`config.mk`:
```
export PLATFORM = sky130hd
export DESIGN_NAME = pida_cell
export DESIGN_NICKNAME = d
export VERILOG_FILES = /design/src/sv/pida_pkg.sv /design/src/sv/pida_cell.sv
export SDC_FILE = /design/constraint.sdc
export NUM_CORES = 1
export LEC_CHECK = 0
export ABC_CLOCK_PERIOD_IN_PS = 10600
export BUFFER_PORTS_ARGS = -buffer_cell sky130_fd_sc_hd__buf_2
export CAP_MARGIN = 40
export CORE_MARGIN = 1.5
export CORE_UTILIZATION = 44
export DETAILED_ROUTE_END_ITERATION = 7
export GPL_TIMING_DRIVEN = 0
export PLACE_DENSITY = 0.87
export RECOVER_POWER = 100
export SETUP_SLACK_MARGIN = 0.2
export SYNTH_ARGS = -nofsm -noshare
export SYNTH_HDL_FRONTEND = slang
export SYNTH_SLANG_ARGS = --single-unit
```
`constraint.sdc`:
```
create_clock -name clk -period 10.6 [get_ports clk]
set_clock_uncertainty 0.05 [all_clocks]
set_input_delay 1.59 -clock clk [delete_from_list [all_inputs] [get_ports clk]]
set_output_delay 1.59 -clock clk [all_outputs]
set_load 0.1 [all_outputs]
```
`src/sv/pida_pkg.sv`:
```
`timescale 1ns / 1ps
// ----------------------------------------------------------------------------
// pida_pkg
// Shared widths, request and status codes, and the command that the control
// logic broadcasts to every storage cell of the positional array.
// ----------------------------------------------------------------------------
package pida_pkg;

	localparam int KIND_W        = 3;
	localparam int DATA_W        = 32;
	localparam int POS_W         = 7;
	localparam int STATUS_W      = 3;
	localparam int DEPTH_DEFAULT = 64;

	// Request kinds carried on the input tuser.
	localparam logic [KIND_W-1:0] KIND_CREATE  = 3'd0;
	localparam logic [KIND_W-1:0] KIND_LOAD    = 3'd1;
	localparam logic [KIND_W-1:0] KIND_DISPLAY = 3'd2;
	localparam logic [KIND_W-1:0] KIND_INSERT  = 3'd3;
	localparam logic [KIND_W-1:0] KIND_DELETE  = 3'd4;

	// Result status codes carried on the output tuser.
	localparam logic [STATUS_W-1:0] ST_OK         = 3'd0;
	localparam logic [STATUS_W-1:0] ST_FULL       = 3'd1;
	localparam logic [STATUS_W-1:0] ST_BADPOS     = 3'd2;
	localparam logic [STATUS_W-1:0] ST_EMPTY      = 3'd3;
	localparam logic [STATUS_W-1:0] ST_TOOMANY    = 3'd4;
	localparam logic [STATUS_W-1:0] ST_ELEMENT    = 3'd5;
	localparam logic [STATUS_W-1:0] ST_UNEXPECTED = 3'd6;

	typedef enum logic [2:0] {
		OP_HOLD,
		OP_LOAD,
		OP_INSERT,
		OP_DELETE,
		OP_ROTATE
	} cell_op_t;

	// Command seen by every cell in the same cycle.
	typedef struct packed {
		cell_op_t          op;
		logic [DATA_W-1:0] value;  // value for load or insert
		logic [POS_W-1:0]  idx;    // zero-based target of insert or delete
		logic [POS_W-1:0]  len;    // current length of the store
		logic [POS_W-1:0]  fill;   // slot that a load writes
	} cell_cmd_t;

endpackage

```
`src/sv/pida_cell.sv`:
```
`timescale 1ns / 1ps
// ----------------------------------------------------------------------------
// pida_cell
// One storage slot of the chain; takes a new value, its lower or upper
// neighbor's value, or the head value, as the broadcast command asks.
// ----------------------------------------------------------------------------
module pida_cell #(
	parameter int INDEX = 0
) (
	input  logic                        clk,
	input  pida_pkg::cell_cmd_t         cmd,
	input  logic [pida_pkg::DATA_W-1:0] prev_data,
	input  logic [pida_pkg::DATA_W-1:0] next_data,
	input  logic [pida_pkg::DATA_W-1:0] head_data,
	output logic [pida_pkg::DATA_W-1:0] data
);

	localparam logic [pida_pkg::POS_W-1:0] IDX  = pida_pkg::POS_W'(INDEX);
	localparam logic [pida_pkg::POS_W-1:0] IDX1 = pida_pkg::POS_W'(INDEX + 1);

	logic [pida_pkg::DATA_W-1:0] data_q;
	logic [pida_pkg::DATA_W-1:0] data_nxt;

	always_comb begin
		data_nxt = data_q;
		unique case (cmd.op)
			pida_pkg::OP_LOAD: begin
				if (cmd.fill == IDX) data_nxt = cmd.value;
			end
			pida_pkg::OP_INSERT: begin
				if (cmd.idx == IDX) data_nxt = cmd.value;
				else if (IDX > cmd.idx && IDX <= cmd.len) data_nxt = prev_data;
			end
			pida_pkg::OP_DELETE: begin
				if (IDX >= cmd.idx && IDX1 < cmd.len) data_nxt = next_data;
			end
			pida_pkg::OP_ROTATE: begin
				// The occupied part of the chain turns by one toward the head.
				if (IDX1 < cmd.len) data_nxt = next_data;
				else if (IDX1 == cmd.len) data_nxt = head_data;
			end
			default: data_nxt = data_q;
		endcase
	end

	always_ff @(posedge clk) begin
		data_q <= data_nxt;
	end

	assign data = data_q;

endmodule

```
==> impl.org <==
** Logic synthesis
- Post-synthesis instance area :: 2480 sq um
- Post-synth EDFFs :: 32
- Number of synthesis warnings :: 0
- Async set-or-reset flop fraction in the synthesized netlist :: 0%
- Post-synthesis register bit count :: 32
- Yosys mapped the design onto 30 distinct sky130hd cell types.
- Sequential elements use 38.7% of the synthesized area.
- Number of instances in the synthesized netlist :: 254
- Averaged over all synthesized cells, the footprint is 9.77 sq um.
- For this run, the leading register cell type out of synthesis is sky130_fd_sc_hd__edfxtp_1.
- Net Count, Synth :: 407

** Clock tree
- CTS Root Cell :: sky130_fd_sc_hd__clkbuf_8
- After clock tree synthesis, the setup repair step added 0 buffers.
- Quantity of hold-fixing buffers added after cts :: 0
- Clock H-tree levels :: 2
- Post-cts sizing count :: 0
- For this design, the sink count on the clock tree is 32.
- TritonCTS built the clock tree.
- TritonCTS created 5 clock buffers.
- Clk slew on worst S/H paths :: 0.07 ns
- Buffer depth of the longest clock path :: 2

** Route
- DR vias :: 3,037
- In the final routed layout, each cell accounts on average for 17.3 microns.
- Antenna-violating nets left :: 0
- The first routing iteration left 189 violations.
- Number of detailed-routing iterations run before antenna repair :: 4
- Vias per Instance :: 5.84
- Final routed wirelength across all metal layers :: 8990 microns
- Number of design rule violations left after detail routing :: 0

** STA
- Setup violation total in the final timing report :: 0
- Post-layout min period :: 4.41 ns
- For the pin with the worst max-slew slack, the measured transition is 1.38 ns.
- Post-route fraction of the period consumed by the critical path :: 41.6%
- Highest attainable clock frequency :: 0.227 GHz
- Max_slew headroom :: 7.07%
- Setup repair after global routing missed its margin :: no
- Fin. max-slew vios :: 0
- Final-report hold violation count :: 0
- Adding up every negative setup slack in the final design gives 0 ns.

** Setup path
- STA classifies the critical path startpoint as an input port.
- The critical path in this run is classified as in -> reg.
- Kind of cell adding the most delay to the critical path :: compound AO/OA/AOI/OAI gates
- Worst path arrival time :: 4.29 ns
- For the worst setup path, the data required time is 10.48 ns.
- The critical path contains buffers and inverters numbering 2 combined.
- Maximum net fanout on the critical path :: 10
- Standard cell with the maximum stage delay on the critical path :: sky130_fd_sc_hd__o311ai_0
- Critical path cell sequence :: buf_2, nor4_1, nand2_1, o311ai_0, clkbuf_1
- Critical Path Max Stage Delay :: 1.19 ns
- STA classifies the critical path endpoint as a register.

** Layout
- Multi-input gate area in the final layout :: 1360 sq um
- Relative to the synthesized area, the layout overhead comes to 42.4%.
- Max FFs per register :: 32
- Measured on the finished design, the core utilization comes to 64.5%.
- The layout has 493 filler cells.
- Summing all flip-flop and latch instances after layout gives 961 sq um.
- Share of layout cells above drive strength 1 :: 38.8%
- The number of antenna diodes in the final layout is 0.
- In the final design database the tool counted 600 nets.

** Global route
- The first global-routing pass estimated 13,500 microns of wire.
- Maximum number of pins on one net before global-route repair :: 11
- Combined global-route utilization of all metal layers :: 28.1%
- Number of global-route vias before repair :: 2,890
- Overflow left after global routing :: 0
- The number of antenna violations at the first check in global routing is 0.

** Placed design
- At the end of routability-driven placement, the weighted congestion stood at 0.857.
- The wire-length estimate of the detail-placed layout is 6900 microns.
- Input and output buffers added on the ports amount to 183.

** Die
- The die covers 6100 sq um.
- From bottom edge to top edge, the die measures 78.1 microns.
- Standard cell core area :: 5470 sq um
- From left edge to right edge, the die measures 78.1 microns.
- In this run the core area contains 27 standard-cell rows.
- During I/O placement, the number of pins put on the boundary was 185.
- Starting Density :: 45.3%

** Power
- VDD sags by at most 59.1 uV.
- Cell area power density :: 116 nW/um^2
- The analysis attributes to cell leakage a power of 1.71 nW.

** Min path
- Tightest Hold Check Type :: in -> reg

** Run
- Maximum capacitance violations :: 0

** Status
- Result of the run :: finished clean
-- per-stage QoR --
step / cell area [sq um] / power (W) / std cells / hold WS (ns) / setup WS (ns)
after floorplan: 2480 / 0.000247 / 254 / 1.77 / 4.11
after global placement: 3490 / 0.000292 / 509 / 1.87 / 1.98
after detailed placement: 3520 / 0.000295 / 512 / 1.87 / 7.02
after CTS: 3620 / 0.000411 / 520 / 1.57 / 7.33
after global routing: 3530 / 0.000423 / 520 / 1.58 / 5.89
final: 3530 / 0.000410 / 520 / 1.58 / 6.19
-- cell type report --
class | instances | area share (%)
clock buffers | 6 | 2.05
plain buffers | 26 | 3.54
multi-input cells | 194 | 38.4
flip-flops and latches | 32 | 27.2
clock inverters | 2 | 0.992
repair buffers | 186 | 25.1
well taps | 72 | 2.55
inverters | 2 | 0.213
-- cells in the final DEF (no fill, tap or decap), drive strengths merged, types with 2 or more instances in the layout --
cell type | netlist | layout
buf | 18 | 163
clkbuf | 8 | 55
mux2i | 32 | 32
edfxtp | 32 | 32
nand3 | 22 | 22
a22oi | 21 | 21
o211ai | 21 | 21
nor2 | 16 | 16
a211oi | 12 | 12
a21oi | 11 | 11
or3 | 11 | 11
o22a | 11 | 11
o22ai | 11 | 11
and3 | 11 | 11
nor4 | 4 | 4
nand2b | 2 | 2
nand2 | 2 | 2
inv | 2 | 2
-- path summary, 6_finish.rpt --
| check | cells after the start | to | startpoint | slack (ns) |
|---|---|---|---|---|
| setup / recovery | 5 | data[2]$_DFFE_PP_ | cmd[17] | 6.19 |
| hold / removal | 3 | data[25]$_DFFE_PP_ | cmd[46] | 1.58 |
-- routing by layer --
| metal | routed length [microns] | track usage (%) |
|---|---|---|
| met1 | 3590 | 36.8 |
| met5 | 0 | 0 |
| met4 | 218 | 10.5 |
| met3 | 759 | 4.53 |
| met2 | 4420 | 46.9 |
-- synthesized netlist by cell type (3+ instances only) --
cell type	instances	area share [%]
sky130_fd_sc_hd__a211oi_1	11	3.3
sky130_fd_sc_hd__a21oi_1	11	2.2
sky130_fd_sc_hd__a22oi_1	21	6.4
sky130_fd_sc_hd__and3_1	10	2.5
sky130_fd_sc_hd__buf_2	14	2.8
sky130_fd_sc_hd__clkbuf_1	8	1.2
sky130_fd_sc_hd__edfxtp_1	32	39
sky130_fd_sc_hd__mux2i_1	32	13
sky130_fd_sc_hd__nand3_1	22	4.4
sky130_fd_sc_hd__nor2_1	16	2.4
sky130_fd_sc_hd__nor4_1	3	0.76
sky130_fd_sc_hd__o211ai_1	21	6.4
sky130_fd_sc_hd__o22a_1	11	3.9
sky130_fd_sc_hd__o22ai_1	11	2.8
sky130_fd_sc_hd__or3_1	11	2.8
-- kinds of logic (layout without fill, tap and decap cells) --
logic type / Yosys count / in the layout / synth area share, %
simple gates: 71 / 71 / 15.8
compound gates: 90 / 90 / 26.3
flops: 32 / 32 / 38.7
buf+inv: 28 / 222 / 5.85
xor+xnor: 1 / 1 / 0.353
mux: 32 / 32 / 12.9
-- worst min-delay path: cells and delay by family --
family | cells | cell delay [ns]
AO/OA/AOI/OAI | 1 | 0.09
buffers and inverters | 1 | 0.07
AND/OR/NAND/NOR | 1 | 0.05
-- where the power goes --
part / leakage, nW / internal, W / switching, W
sequential: 0.288 / 0.000150 / 0.00000190
clock: 0.0552 / 0.0000698 / 0.0000495
combinational: 1.36 / 0.0000444 / 0.0000946
total: 1.71 / 0.000264 / 0.000146
Power figures use the tool's default switching activity.
